`src/design/decimal_string_to_scaled_integer_assert.svh`:
```
// Assertion helpers used by the RTL of the decimal parser.
`ifndef DECIMAL_STRING_TO_SCALED_INTEGER_ASSERT_SVH
`define DECIMAL_STRING_TO_SCALED_INTEGER_ASSERT_SVH

// Checked at every rising clock edge, switched off while reset is held.
`define DSI_ASSERT(lbl, clk, rstn, prop, msg) \
  lbl: assert property (@(posedge clk) disable iff (!rstn) prop) else $error(msg);

// Checked at every rising clock edge, reset included.
`define DSI_ASSERT_ALWAYS(lbl, clk, prop, msg) \
  lbl: assert property (@(posedge clk) prop) else $error(msg);

`endif

```
`src/design/dsi_pkg.sv`:
```
package dsi_pkg;

  localparam int unsigned MaxDecimalsDefault = 9;
  localparam int unsigned ValueW = 32;
  localparam int unsigned CountW = 4;
  localparam int unsigned CharW  = 8;

  localparam logic [CharW-1:0] CharPlus  = 8'h2B;
  localparam logic [CharW-1:0] CharMinus = 8'h2D;
  localparam logic [CharW-1:0] CharPoint = 8'h2E;
  localparam logic [CharW-1:0] CharZero  = 8'h30;
  localparam logic [CharW-1:0] CharNine  = 8'h39;
  localparam logic [3:0]       RoundHalf = 4'd5;

  typedef enum logic [1:0] {
    StOk    = 2'd0,
    StBad   = 2'd1,
    StRange = 2'd2
  } status_e;

  // Everything the finishing pipeline needs about one completed string.
  typedef struct packed {
    logic              neg;
    logic [ValueW-1:0] mag;
    logic              ovf;
    logic [CountW-1:0] pad;
    logic              round_up;
    logic              bad;
  } dsi_snap_t;

  typedef struct packed {
    logic s1;
    logic s2;
  } dsi_pipe_t;

  function automatic logic [ValueW-1:0] pow10(input logic [CountW-1:0] n);
    logic [ValueW-1:0] r;
    case (n)
      4'd0:    r = 32'd1;
      4'd1:    r = 32'd10;
      4'd2:    r = 32'd100;
      4'd3:    r = 32'd1000;
      4'd4:    r = 32'd10000;
      4'd5:    r = 32'd100000;
      4'd6:    r = 32'd1000000;
      4'd7:    r = 32'd10000000;
      4'd8:    r = 32'd100000000;
      4'd9:    r = 32'd1000000000;
      default: r = 32'd0;
    endcase
    return r;
  endfunction

endpackage

```
`src/design/dsi_in_if.sv`:
```
interface dsi_in_if;
  import dsi_pkg::*;

  logic             valid;
  logic             ready;
  logic [CharW-1:0] char_byte;
  logic             has_char;
  logic             last;

  modport source (output valid, output char_byte, output has_char, output last, input ready);
  modport sink (input valid, input char_byte, input has_char, input last, output ready);
endinterface

```
`src/design/dsi_out_if.sv`:
```
interface dsi_out_if;
  import dsi_pkg::*;

  logic                     valid;
  logic                     ready;
  logic signed [ValueW-1:0] scaled_value;
  logic [1:0]               status;

  modport source (output valid, output scaled_value, output status, input ready);
  modport sink (input valid, input scaled_value, input status, output ready);
endinterface

```
`src/design/decimal_string_to_scaled_integer.sv`:
```
// After the last item is accepted, its result passes the s1 and s2 registers to the output.
// Throughput: one item per cycle unless out_o stalls; multiply-by-ten-and-add decides this.
// The three finishing stages (snapshot, pad multiply, round and range check) stall together.
// Reset: rst_ni clears the parser state, all stage valid bits and frac_digits to zero.
// No clearing pass is needed after reset; the block takes items at the first clock edge.
module decimal_string_to_scaled_integer import dsi_pkg::*; #(
  parameter int unsigned MaxDecimals = MaxDecimalsDefault
) (
  input  logic              clk_i,
  input  logic              rst_ni,
  input  logic              cfg_we_i,
  input  logic [CountW-1:0] cfg_wdata_i,
  dsi_in_if.sink            in_i,
  dsi_out_if.source         out_o
);

  // The frac_digits register. Values above MaxDecimals are clamped where they are used.
  logic [CountW-1:0] frac_q;
  logic [CountW-1:0] dec;

  always_ff @(posedge clk_i or negedge rst_ni) begin
    if (!rst_ni) begin
      frac_q <= '0;
    end else if (cfg_we_i) begin
      frac_q <= cfg_wdata_i;
    end
  end

  assign dec = (frac_q > CountW'(MaxDecimals)) ? CountW'(MaxDecimals) : frac_q;

  // The whole pipeline advances whenever the output register is empty or is being
  // drained, so a new item enters each cycle while results flow out.
  logic      adv;
  logic      acc;
  dsi_snap_t snap;
  dsi_pipe_t pipe;

  assign adv        = !out_o.valid || out_o.ready;
  assign in_i.ready = adv;
  assign acc        = in_i.valid && adv;

  // Character parser: holds the per-string state and, on the last item, hands a
  // snapshot of the finished string to the back end.
  dsi_parse u_parse (
    .clk_i       (clk_i),
    .rst_ni      (rst_ni),
    .acc_i       (acc),
    .char_byte_i (in_i.char_byte),
    .has_char_i  (in_i.has_char),
    .last_i      (in_i.last),
    .dec_i       (dec),
    .snap_o      (snap)
  );

  // Back end: scales by the missing power of ten, rounds half away from zero,
  // checks the signed 32-bit range and registers the result.
  dsi_finish #(
    .MaxDecimals (MaxDecimals)
  ) u_finish (
    .clk_i     (clk_i),
    .rst_ni    (rst_ni),
    .en_i      (adv),
    .vld_i     (acc && in_i.last),
    .snap_i    (snap),
    .out_vld_o (out_o.valid),
    .value_o   (out_o.scaled_value),
    .status_o  (out_o.status),
    .pipe_o    (pipe)
  );

`include "decimal_string_to_scaled_integer_assert.svh"

  // Any failing conversion reports zero as its value.
  `DSI_ASSERT(a_err_zero, clk_i, rst_ni, out_o.valid && (out_o.status != StOk) |-> out_o.scaled_value == '0, "error result carries a nonzero value")
  // An accepted last item always enters the first finishing stage.
  `DSI_ASSERT(a_last_enters, clk_i, rst_ni, in_i.valid && in_i.ready && in_i.last |=> pipe.s1, "last item did not reach the finishing pipeline")
  // A result only appears when the middle stage held one.
  `DSI_ASSERT(a_out_source, clk_i, rst_ni, $rose(out_o.valid) |-> $past(pipe.s2), "result appeared without a string behind it")
  // Only the three defined status codes ever leave the block. While reset is held
  // the output register may not have settled yet, so the check starts after it.
  `DSI_ASSERT_ALWAYS(a_status_code, clk_i, !rst_ni || !out_o.valid || (out_o.status <= StRange), "reserved status code on output")

endmodule

```
`src/design/dsi_parse.sv`:
```
module dsi_parse import dsi_pkg::*; (
  input  logic              clk_i,
  input  logic              rst_ni,
  input  logic              acc_i,
  input  logic [CharW-1:0]  char_byte_i,
  input  logic              has_char_i,
  input  logic              last_i,
  input  logic [CountW-1:0] dec_i,
  output dsi_snap_t         snap_o
);

  typedef enum logic [3:0] {
    PhStart = 4'b0001,
    PhInt   = 4'b0010,
    PhFrac  = 4'b0100,
    PhBad   = 4'b1000
  } phase_e;

  phase_e            phase_q, phase_n, phase_d;
  logic              neg_q, neg_n, neg_d;
  logic [ValueW-1:0] mag_q, mag_n, mag_d;
  logic              ovf_q, ovf_n, ovf_d;
  logic [CountW-1:0] kept_q, kept_n, kept_d;
  logic              rnd_seen_q, rnd_seen_n, rnd_seen_d;
  logic              rnd_up_q, rnd_up_n, rnd_up_d;
  logic              seen_q, seen_n, seen_d;

  logic              is_digit;
  logic [3:0]        digit;
  logic [ValueW+3:0] times_ten;
  logic              push_sat;
  logic [ValueW-1:0] pushed;

  assign is_digit = (char_byte_i >= CharZero) && (char_byte_i <= CharNine);
  assign digit    = char_byte_i[3:0];

  // Multiply by ten as two shifts and an add, saturating at all ones.
  assign times_ten = ({4'b0, mag_q} << 3) + ({4'b0, mag_q} << 1) + {32'b0, digit};
  assign push_sat  = |times_ten[ValueW+3:ValueW];
  assign pushed    = push_sat ? '1 : times_ten[ValueW-1:0];

  always_comb begin
    phase_n    = phase_q;
    neg_n      = neg_q;
    mag_n      = mag_q;
    ovf_n      = ovf_q;
    kept_n     = kept_q;
    rnd_seen_n = rnd_seen_q;
    rnd_up_n   = rnd_up_q;
    seen_n     = seen_q;
    if (acc_i && has_char_i) begin
      case (phase_q)
        PhStart: begin
          if (char_byte_i == CharPlus || char_byte_i == CharMinus) begin
            neg_n   = (char_byte_i == CharMinus);
            phase_n = PhInt;
          end else if (char_byte_i == CharPoint) begin
            phase_n = PhFrac;
          end else if (is_digit) begin
            mag_n   = pushed;
            ovf_n   = ovf_q | push_sat;
            seen_n  = 1'b1;
            phase_n = PhInt;
          end else begin
            phase_n = PhBad;
          end
        end
        PhInt: begin
          if (is_digit) begin
            mag_n  = pushed;
            ovf_n  = ovf_q | push_sat;
            seen_n = 1'b1;
          end else if (char_byte_i == CharPoint) begin
            phase_n = PhFrac;
          end else begin
            phase_n = PhBad;
          end
        end
        PhFrac: begin
          if (is_digit) begin
            if (kept_q < dec_i) begin
              mag_n  = pushed;
              ovf_n  = ovf_q | push_sat;
              kept_n = kept_q + 4'd1;
            end else if (!rnd_seen_q) begin
              rnd_seen_n = 1'b1;
              rnd_up_n   = (digit >= RoundHalf);
            end
            seen_n = 1'b1;
          end else begin
            phase_n = PhBad;
          end
        end
        default: begin
          phase_n = PhBad;
        end
      endcase
    end
  end

  always_comb begin
    snap_o.neg      = neg_n;
    snap_o.mag      = mag_n;
    snap_o.ovf      = ovf_n;
    snap_o.pad      = (dec_i > kept_n) ? (dec_i - kept_n) : '0;
    snap_o.round_up = rnd_up_n;
    snap_o.bad      = (phase_n == PhBad) || !seen_n;
  end

  // The last item of a string hands its state on and starts a fresh string.
  always_comb begin
    if (acc_i && last_i) begin
      phase_d    = PhStart;
      neg_d      = 1'b0;
      mag_d      = '0;
      ovf_d      = 1'b0;
      kept_d     = '0;
      rnd_seen_d = 1'b0;
      rnd_up_d   = 1'b0;
      seen_d     = 1'b0;
    end else begin
      phase_d    = phase_n;
      neg_d      = neg_n;
      mag_d      = mag_n;
      ovf_d      = ovf_n;
      kept_d     = kept_n;
      rnd_seen_d = rnd_seen_n;
      rnd_up_d   = rnd_up_n;
      seen_d     = seen_n;
    end
  end

  always_ff @(posedge clk_i or negedge rst_ni) begin
    if (!rst_ni) begin
      phase_q    <= PhStart;
      neg_q      <= 1'b0;
      mag_q      <= '0;
      ovf_q      <= 1'b0;
      kept_q     <= '0;
      rnd_seen_q <= 1'b0;
      rnd_up_q   <= 1'b0;
      seen_q     <= 1'b0;
    end else begin
      phase_q    <= phase_d;
      neg_q      <= neg_d;
      mag_q      <= mag_d;
      ovf_q      <= ovf_d;
      kept_q     <= kept_d;
      rnd_seen_q <= rnd_seen_d;
      rnd_up_q   <= rnd_up_d;
      seen_q     <= seen_d;
    end
  end

endmodule

```
`src/design/dsi_finish.sv`:
```
module dsi_finish import dsi_pkg::*; #(
  parameter int unsigned MaxDecimals = MaxDecimalsDefault
) (
  input  logic                     clk_i,
  input  logic                     rst_ni,
  input  logic                     en_i,
  input  logic                     vld_i,
  input  dsi_snap_t                snap_i,
  output logic                     out_vld_o,
  output logic signed [ValueW-1:0] value_o,
  output logic [1:0]               status_o,
  output dsi_pipe_t                pipe_o
);

  localparam int unsigned Pow10W = $clog2((10 ** MaxDecimals) + 1);
  localparam int unsigned ProdW  = ValueW + Pow10W;

  logic              s1_vld_q, s2_vld_q, out_vld_q;
  dsi_snap_t         s1_q;
  logic              s2_neg_q, s2_ovf_q, s2_rup_q, s2_bad_q;
  logic [ValueW-1:0] s2_mag_q;

  logic [Pow10W-1:0] scale;
  logic [ProdW-1:0]  prod;
  logic              prod_ovf;

  logic [ValueW:0]   rounded;
  logic [ValueW:0]   limit;
  status_e           status_d;
  logic [ValueW-1:0] value_d;
  status_e           status_q;
  logic [ValueW-1:0] value_q;

  // Stage two: pad the missing fraction digits with one multiply.
  assign scale    = Pow10W'(pow10(s1_q.pad));
  assign prod     = s1_q.mag * scale;
  assign prod_ovf = |prod[ProdW-1:ValueW];

  // Stage three: round, range check, apply the sign.
  assign rounded = {1'b0, s2_mag_q} + {{ValueW{1'b0}}, s2_rup_q};
  assign limit   = s2_neg_q ? 33'h0_8000_0000 : 33'h0_7FFF_FFFF;

  always_comb begin
    if (s2_bad_q) begin
      status_d = StBad;
      value_d  = '0;
    end else if (s2_ovf_q || (rounded > limit)) begin
      status_d = StRange;
      value_d  = '0;
    end else begin
      status_d = StOk;
      value_d  = s2_neg_q ? (ValueW'(0) - rounded[ValueW-1:0]) : rounded[ValueW-1:0];
    end
  end

  always_ff @(posedge clk_i or negedge rst_ni) begin
    if (!rst_ni) begin
      s1_vld_q  <= 1'b0;
      s2_vld_q  <= 1'b0;
      out_vld_q <= 1'b0;
    end else if (en_i) begin
      s1_vld_q  <= vld_i;
      s2_vld_q  <= s1_vld_q;
      out_vld_q <= s2_vld_q;
    end
  end

  always_ff @(posedge clk_i) begin
    if (en_i) begin
      s1_q     <= snap_i;
      s2_neg_q <= s1_q.neg;
      s2_mag_q <= prod[ValueW-1:0];
      s2_ovf_q <= s1_q.ovf | prod_ovf;
      s2_rup_q <= s1_q.round_up;
      s2_bad_q <= s1_q.bad;
      status_q <= status_d;
      value_q  <= value_d;
    end
  end

  assign out_vld_o = out_vld_q;
  assign value_o   = value_q;
  assign status_o  = status_q;
  assign pipe_o.s1 = s1_vld_q;
  assign pipe_o.s2 = s2_vld_q;

endmodule
```
`src/flat_wrapper.sv`:
```
// flat-port wrapper written by rule: the top's interface ports become plain ports
module decimal_string_to_scaled_integer_flat import dsi_pkg::*;
#(
  parameter int unsigned MaxDecimals = MaxDecimalsDefault
)
  (clk_i, rst_ni, cfg_we_i, cfg_wdata_i, in_i_valid, in_i_char_byte, in_i_has_char, in_i_last, in_i_ready, out_o_valid, out_o_scaled_value, out_o_status, out_o_ready);
  dsi_in_if in_i_i ();
  dsi_out_if out_o_i ();
  input  logic clk_i;
  input  logic rst_ni;
  input  logic cfg_we_i;
  input  logic [CountW-1:0] cfg_wdata_i;
  input wire logic [$bits(in_i_i.valid)-1:0] in_i_valid;
  input wire logic [$bits(in_i_i.char_byte)-1:0] in_i_char_byte;
  input wire logic [$bits(in_i_i.has_char)-1:0] in_i_has_char;
  input wire logic [$bits(in_i_i.last)-1:0] in_i_last;
  output wire logic [$bits(in_i_i.ready)-1:0] in_i_ready;
  output wire logic [$bits(out_o_i.valid)-1:0] out_o_valid;
  output wire logic [$bits(out_o_i.scaled_value)-1:0] out_o_scaled_value;
  output wire logic [$bits(out_o_i.status)-1:0] out_o_status;
  input wire logic [$bits(out_o_i.ready)-1:0] out_o_ready;
  assign in_i_i.valid = in_i_valid;
  assign in_i_i.char_byte = in_i_char_byte;
  assign in_i_i.has_char = in_i_has_char;
  assign in_i_i.last = in_i_last;
  assign in_i_ready = in_i_i.ready;
  assign out_o_valid = out_o_i.valid;
  assign out_o_scaled_value = out_o_i.scaled_value;
  assign out_o_status = out_o_i.status;
  assign out_o_i.ready = out_o_ready;
  decimal_string_to_scaled_integer #(.MaxDecimals(MaxDecimals)) u_core (.clk_i(clk_i), .rst_ni(rst_ni), .cfg_we_i(cfg_we_i), .cfg_wdata_i(cfg_wdata_i), .in_i(in_i_i), .out_o(out_o_i));
endmodule
```
`config.mk`:
```
export PLATFORM = sky130hd
export DESIGN_NAME = decimal_string_to_scaled_integer_flat
export DESIGN_NICKNAME = d
export VERILOG_FILES = /design/src/design/dsi_pkg.sv /design/src/design/dsi_in_if.sv /design/src/design/dsi_out_if.sv /design/src/design/decimal_string_to_scaled_integer.sv /design/src/design/dsi_parse.sv /design/src/design/dsi_finish.sv /design/src/flat_wrapper.sv
export VERILOG_INCLUDE_DIRS = /design/src /design/src/design
export SDC_FILE = /design/constraint.sdc
export NUM_CORES = 2
export LEC_CHECK = 0
export ABC_AREA = 1
export BUFFER_PORTS_ARGS = -buffer_cell sky130_fd_sc_hd__buf_2
export CAP_MARGIN = 20
export CORE_ASPECT_RATIO = 1.4
export CORE_MARGIN = 5
export CORE_UTILIZATION = 45
export DETAILED_ROUTE_END_ITERATION = 8
export PLACE_DENSITY = 0.66
export SLEW_MARGIN = 30
export SYNTH_ARGS = -nofsm -noshare
export SYNTH_HDL_FRONTEND = slang
export SYNTH_SLANG_ARGS = --single-unit
```
`constraint.sdc`:
```
create_clock -name clk_i -period 19.9 [get_ports clk_i]
set_clock_uncertainty 0.05 [all_clocks]
set_input_delay 2.985 -clock clk_i [delete_from_list [all_inputs] [get_ports clk_i]]
set_output_delay 2.985 -clock clk_i [all_outputs]
set_load 0.02 [all_outputs]
```
* Word-level counts from Yosys, hierarchy flattened
Memories as Yosys holds them, arrays and structs flattened. A register that Yosys moved wholly into a read port is not among the register bits. Cells that the tools add are included. W data, S select, Z words.
Word-level totals: register bits 162, latch bits 0, RAM bits 0, ROM bits 480, input port bits 19, output and inout bits 36, memories kept 1
Memories:
- (name not given) | depth 16, width 30, rd ports 1, clocked after memory_dff 1, write ports 0, RTL line dsi_pkg.sv:38 | case (n)
Operators by class: add/sub/neg operators 6, multiply operators 1, div/mod/pow operators 0, $lt $le $gt $ge 7, equality and inequality tests 8, shift-type cells 0, multiplexer cells 58, bitwise gates (word level) 2, reductions and logical operators 18
Operators by type and width (count):
- $mux W32 | 10
- $pmux W32 S3 | 1
- $mux W4 | 16
- $mul A32 B30 Y62 | 1
- $add A35 B33 Y36 | 1
- $add A36 B4 Y36 | 1
- $add A32 B1 Y33 | 1
- $gt A33 B32 Y1 | 1
- $sub A1 B32 Y32 const A | 1
- $reduce_or A30 Y1 | 1
- $mux W1 | 27
- $eq A8 B6 Y1 const B | 3
- $pmux W4 S3 | 1
- $ge A8 B6 Y1 const B | 1
- $le A8 B6 Y1 const B | 1
- $reduce_bool A2 Y1 | 3
- $add A4 B1 Y4 const B | 1
- $eq A4 B1 Y1 const B | 1
- $eq A4 B2 Y1 const B | 1
- $eq A4 B3 Y1 const B | 1
- $eq A4 B4 Y1 const B | 1
- $ge A4 B3 Y1 const B | 1
- $gt A4 B4 Y1 | 1
- $gt A4 B4 Y1 const B | 1
- other kinds (13) | 22

* Longest topological paths before layout
depth in word-level cells 10, depth in mapped cells 38, gate-level depth less buffers 35

* By module
A second synthesis with hierarchy kept.
Unflattened totals: cell total of the unflattened synthesis 5889, area, all modules 44984.4 µm²
Modules (own cells, without submodules):
- dsi_finish | instances 1, cells an instance 5058, area each 39531.7 µm², seq. area each 3838.7 µm²
- dsi_parse | instances 1, cells an instance 803, area each 5256.3 µm², seq. area each 1127.3 µm²
- decimal_string_to_scaled_integer | instances 1, cells an instance 28, area each 196.4 µm², seq. area each 100.1 µm²

* Worst setup path after synthesis
Ideal clock, no wire load.
kind input port to output port, from in out_o_ready, to out in_i_ready, arrival time 6.431 ns, required time 16.865 ns, path slack 10.434 ns, stages on the path 3, buffers on the path 1, cell sequence nor2_1 -> inv_1 -> clkbuf_1
Between the ends: word-level cells in the longest chain between the ends 1
RTL lines:
- start: declaration | RTL line flat_wrapper.sv:21 | input wire logic [$bits(out_o_i.ready)-1:0] out_o_ready;
- $logic_or A1 B1 Y1 | RTL line decimal_string_to_scaled_integer.sv:38 | assign adv = !out_o.valid || out_o.ready;
- end: declaration | RTL line flat_wrapper.sv:17 | output wire logic [$bits(in_i_i.ready)-1:0] in_i_ready;
Every way passes these cells.

* Worst setup path after layout
from reg u_core.u_finish.s1_q[8] in the netlist's numbering, to reg u_core.u_finish.s2_ovf_q, data pin
Between the ends: word-level cells in the longest chain between the ends 3
RTL lines:
- start: declaration | RTL line dsi_finish.sv:19 | dsi_snap_t s1_q;
- start signal: assignment | RTL line dsi_finish.sv:70 | s1_q <= snap_i;
- $mul A32 B30 Y62 | RTL line dsi_finish.sv:36 | assign prod = s1_q.mag * scale;
- $reduce_or A30 Y1 | RTL line dsi_finish.sv:37 | assign prod_ovf = |prod[ProdW-1:ValueW];
- $or A1 B1 Y1 | RTL line dsi_finish.sv:73 | s2_ovf_q <= s1_q.ovf | prod_ovf;
- end signal: assignment | RTL line dsi_finish.sv:73
- end: declaration | RTL line dsi_finish.sv:20 | logic s2_neg_q, s2_ovf_q, s2_rup_q, s2_bad_q;
Every way passes these cells. A chain may end at the register's enable or synchronous reset.

==> results_dict.tcl <==
set metrics [dict create \
    max_slew.worst_pin.slew_ns 1.041 \
    root_buffer "clkbuf_16" \
    die_h_um 383.5 \
    ys.flop_type "edfxtp_1" \
    num_vias 35860 \
    overflow 0 \
    switching_share_pct 57.35 \
    syn_area_per_cell_um2 7.606 \
    critPathKind "flop to flop" \
    ios 55 \
    dp.cells 7154 \
    grt.total_usage_pct 25.56 \
    ant_nets 0 \
    max-cap-violations 0 \
    place.gp.congestion 0.9679 \
    cp_slowest_cell "edfxtp_1" \
    met3WireLength_mm 6.499 \
    end_kind "flop" \
    clockBufferDepth 2 \
    maxSlewViolCount 0 \
    wl_met1_mm 46.95 \
    cts.sinks 185 \
    drc 0 \
    p_int_uw 1666 \
    rsz0062_at_grt "false" \
    path_clk_slew_ns 0.09 \
    leakagePower_uw 0.02754 \
    status "finished, final reports clean" \
    syn_to_final_growth_pct 5.243 \
    crit_fanout 23 \
    syn-cell-area_mm2 0.04484 \
    fin_cells 7188 \
    combPwrFrac_pct 74.4 \
    start_util_pct 45.18 \
    portBuffers 54 \
    chipWidth_um 276.8 \
    synth_warnings 0 \
    cts_inserted_buffers 17 \
    drt_iter0_drc 2048 \
    cts_setup_buffers 0 \
    power.density_mw_per_mm2 82.79 \
    top_layer_used "met5" \
    cts_resized 0 \
    critPathBufInv 6 \
    dpl_cell_area_mm2 0.04657 \
    drt-total-wl_mm 134.2 \
    hold_buffers 0 \
    htree_levels 4 \
    ir_drop_mv 0.09251 \
    final_cell_mix "inv_1 (1,701), nand2_1 (1,677), fa_1 (812), ha_1 (385), nor2_1 (272)" \
    synth_largest_area_cell "fa_1" \
    synth-edff-count 110 \
    final_hold_viol_count 0 \
    setup_tns_ns 0 \
    place_hpwl_mm 111.1 \
    grt_pass1_wl_mm 210.2 \
    insertion_delay_ns 0.53 \
    min_period_over_period_pct 41.74 \
    required_ns 20.13 \
    hold_path_class "flop to flop" \
    drive_gt1_share_pct 3.358 \
    fin_nets 7070 \
    yosysSeqAreaShare_pct 11.30 \
    final_cell_area_mm2 0.04719 \
    max_freq_mhz 120.4 \
    row_count 137 \
    synth-seq-cells 185 \
    grt_max_degree 70 \
    netlist_instances 5896 \
    antenna_found_initial 2 \
    grt_pass1_vias 38280 \
    synth_top_area_share_pct 36.25 \
    ys_top_cells_by_area "fa_1 (36%), inv_1 (14%), nand2_1 (14%)" \
    fp.coreArea_mm2 0.09925 \
    yosysUniqueCellTypes 55 \
    setup_viol 0 \
    route.met2.wl_mm 70.88 \
    crit_family "adder cells" \
    vias_per_cell 4.988 \
    p_seq_share_pct 16.4 \
    clkPwrFrac_pct 9.2 \
    cpPeakStageDelay_ns 1.03 \
    syn_nets 7112 \
    cts_tree "built" \
    final_common_cell "inv_1" \
    crit_top_cell "fa_1" \
    dieArea_mm2 0.1062 \
    drtPass1Iterations 7 \
    synth_async_sr_flop_share_pct 28.11 \
    worstPathArrival_ns 8.53 \
    wl_per_cell_um 18.66 \
    start_kind "flop" \
    period_minus_slack_ns 8.306 \
    relSlewSlack_pct 30.57 \
    netSwitchingPower_uw 2241 \
]
[final timing paths]
path / startpoint / end / slack [ns] / depth (start not counted)
max in group asynchronous: rst_ni / u_core.u_parse.mag_q[0]$_DFF_PN0_ / 16.77 / 2
hold reg to reg: u_core.u_finish.s1_q[1]$_DFFE_PN_ / u_core.u_finish.s2_rup_q$_DFFE_PN_ / 0.40 / 0
setup reg to reg: u_core.u_finish.s1_q[8]$_DFFE_PN_ / u_core.u_finish.s2_ovf_q$_DFFE_PN_ / 11.59 / 28
setup / recovery: u_core.u_finish.s1_q[8]$_DFFE_PN_ / u_core.u_finish.s2_ovf_q$_DFFE_PN_ / 11.59 / 28
min in group asynchronous: rst_ni / u_core.frac_q[0]$_DFFE_PN0P_ / 2.55 / 2
hold / removal: u_core.u_finish.s1_q[1]$_DFFE_PN_ / u_core.u_finish.s2_rup_q$_DFFE_PN_ / 0.40 / 0
[flip-flops by register name, summed over array words and instances, names as in the netlist]
name and count:
u_core.u_parse.rnd_up_q 1, u_core.u_parse.mag_q 32, u_core.u_finish.s1_vld_q 1, u_core.u_parse.neg_q 1, u_core.u_finish.s2_neg_q 1, u_core.u_parse.phase_q 4, u_core.u_finish.s2_mag_q 32, u_core.u_finish.s2_bad_q 1
u_core.u_parse.seen_q 1, u_core.u_finish.value_o 32, u_core.frac_q 4, u_core.u_finish.s1_q 40, u_core.u_finish.out_vld_o 1, u_core.u_parse.ovf_q 1, u_core.u_finish.status_o 2, u_core.u_finish.s2_ovf_q 1
u_core.u_parse.kept_q 4, u_core.u_finish.scale 23, u_core.u_finish.s2_vld_q 1, u_core.u_finish.s2_rup_q 1, u_core.u_parse.rnd_seen_q 1
[power groups by stage]
| stage | logic, uW | clock network, uW | registers [uW] |
|---|---|---|---|
| 2_1_floorplan | 1930 | 0 | 581 |
| 3_3_place_gp | 2890 | 0 | 648 |
| 3_5_place_dp | 2910 | 0 | 645 |
| 4_1_cts | 2940 | 374 | 637 |
| 5_1_grt | 3240 | 385 | 648 |
| 6_report | 2910 | 359 | 641 |
[per-stage QoR]
step	setup slack (ns)	hold WS (ns)	util, %	total power, uW
after CTS	11.60	0.4090	47.53	3946
after global placement	11.60	0.3817	46.86	3535
after detailed placement	11.66	0.3898	46.93	3557
final	11.59	0.4006	47.55	3907
after floorplan	10.43	0.3503	-	2514
after global routing	11.06	0.4173	47.55	4277
[final cells by class]
| cell class | count | area [um2] |
|---|---|---|
| fill | 9837 | 52050 |
| multi-input combinational | 3828 | 32710 |
| tap | 1320 | 1652 |
| sequential | 185 | 5086 |
| timing repair buffer | 106 | 703.2 |
| clock buffer | 17 | 425.4 |
| antenna | 1 | 2.502 |
| inverter | 1716 | 6446 |
| clock inverter | 15 | 171.4 |
[synthesized netlist by cell type, types with 3 or more instances]
library cell,count
inv_1,1702
clkinv_1,5
clkbuf_1,153
a31oi_1,12
nand3b_1,14
buf_2,10
nor2_4,4
dfrtp_1,51
o21ai_1,10
nand2_4,4
ha_1,385
fa_1,812
nor4_1,9
inv_2,9
dfxtp_1,23
a21o_1,5
o21ai_0,80
edfxtp_1,110
or2_2,4
o21bai_1,34
and2_1,6
nand2_2,7
xor2_1,94
nand2_1,1677
a21oi_1,149
nor2_1,272
nor3_2,3
xnor2_1,22
nor2_2,6
nand3_1,127
nand4_1,40
nor3_1,26
[cells by family (layout without fill, tap and decap cells)]
group / Yosys count / after routing / synth area share, %
AND/OR/NAND/NOR: 2208 / 2208 / 19.75
buffers and inverters: 1883 / 1854 / 15.80
adder cells (fa/ha/maj): 1198 / 1198 / 47.01
AO/OA/AOI/OAI: 301 / 301 / 3.680
flip-flops: 185 / 185 / 11.30
XOR/XNOR: 118 / 118 / 2.388
multiplexers: 3 / 3 / 0.06975
other: 0 / 1 / 0
[metal layers]
metal	global-route usage [%]	up-vias
li1	-	16910
met1	27.67	17420
met2	47.63	1116
met3	3.033	412
met4	15.49	2
met5	0	-
No activity file was read; power rests on OpenSTA's default activity.
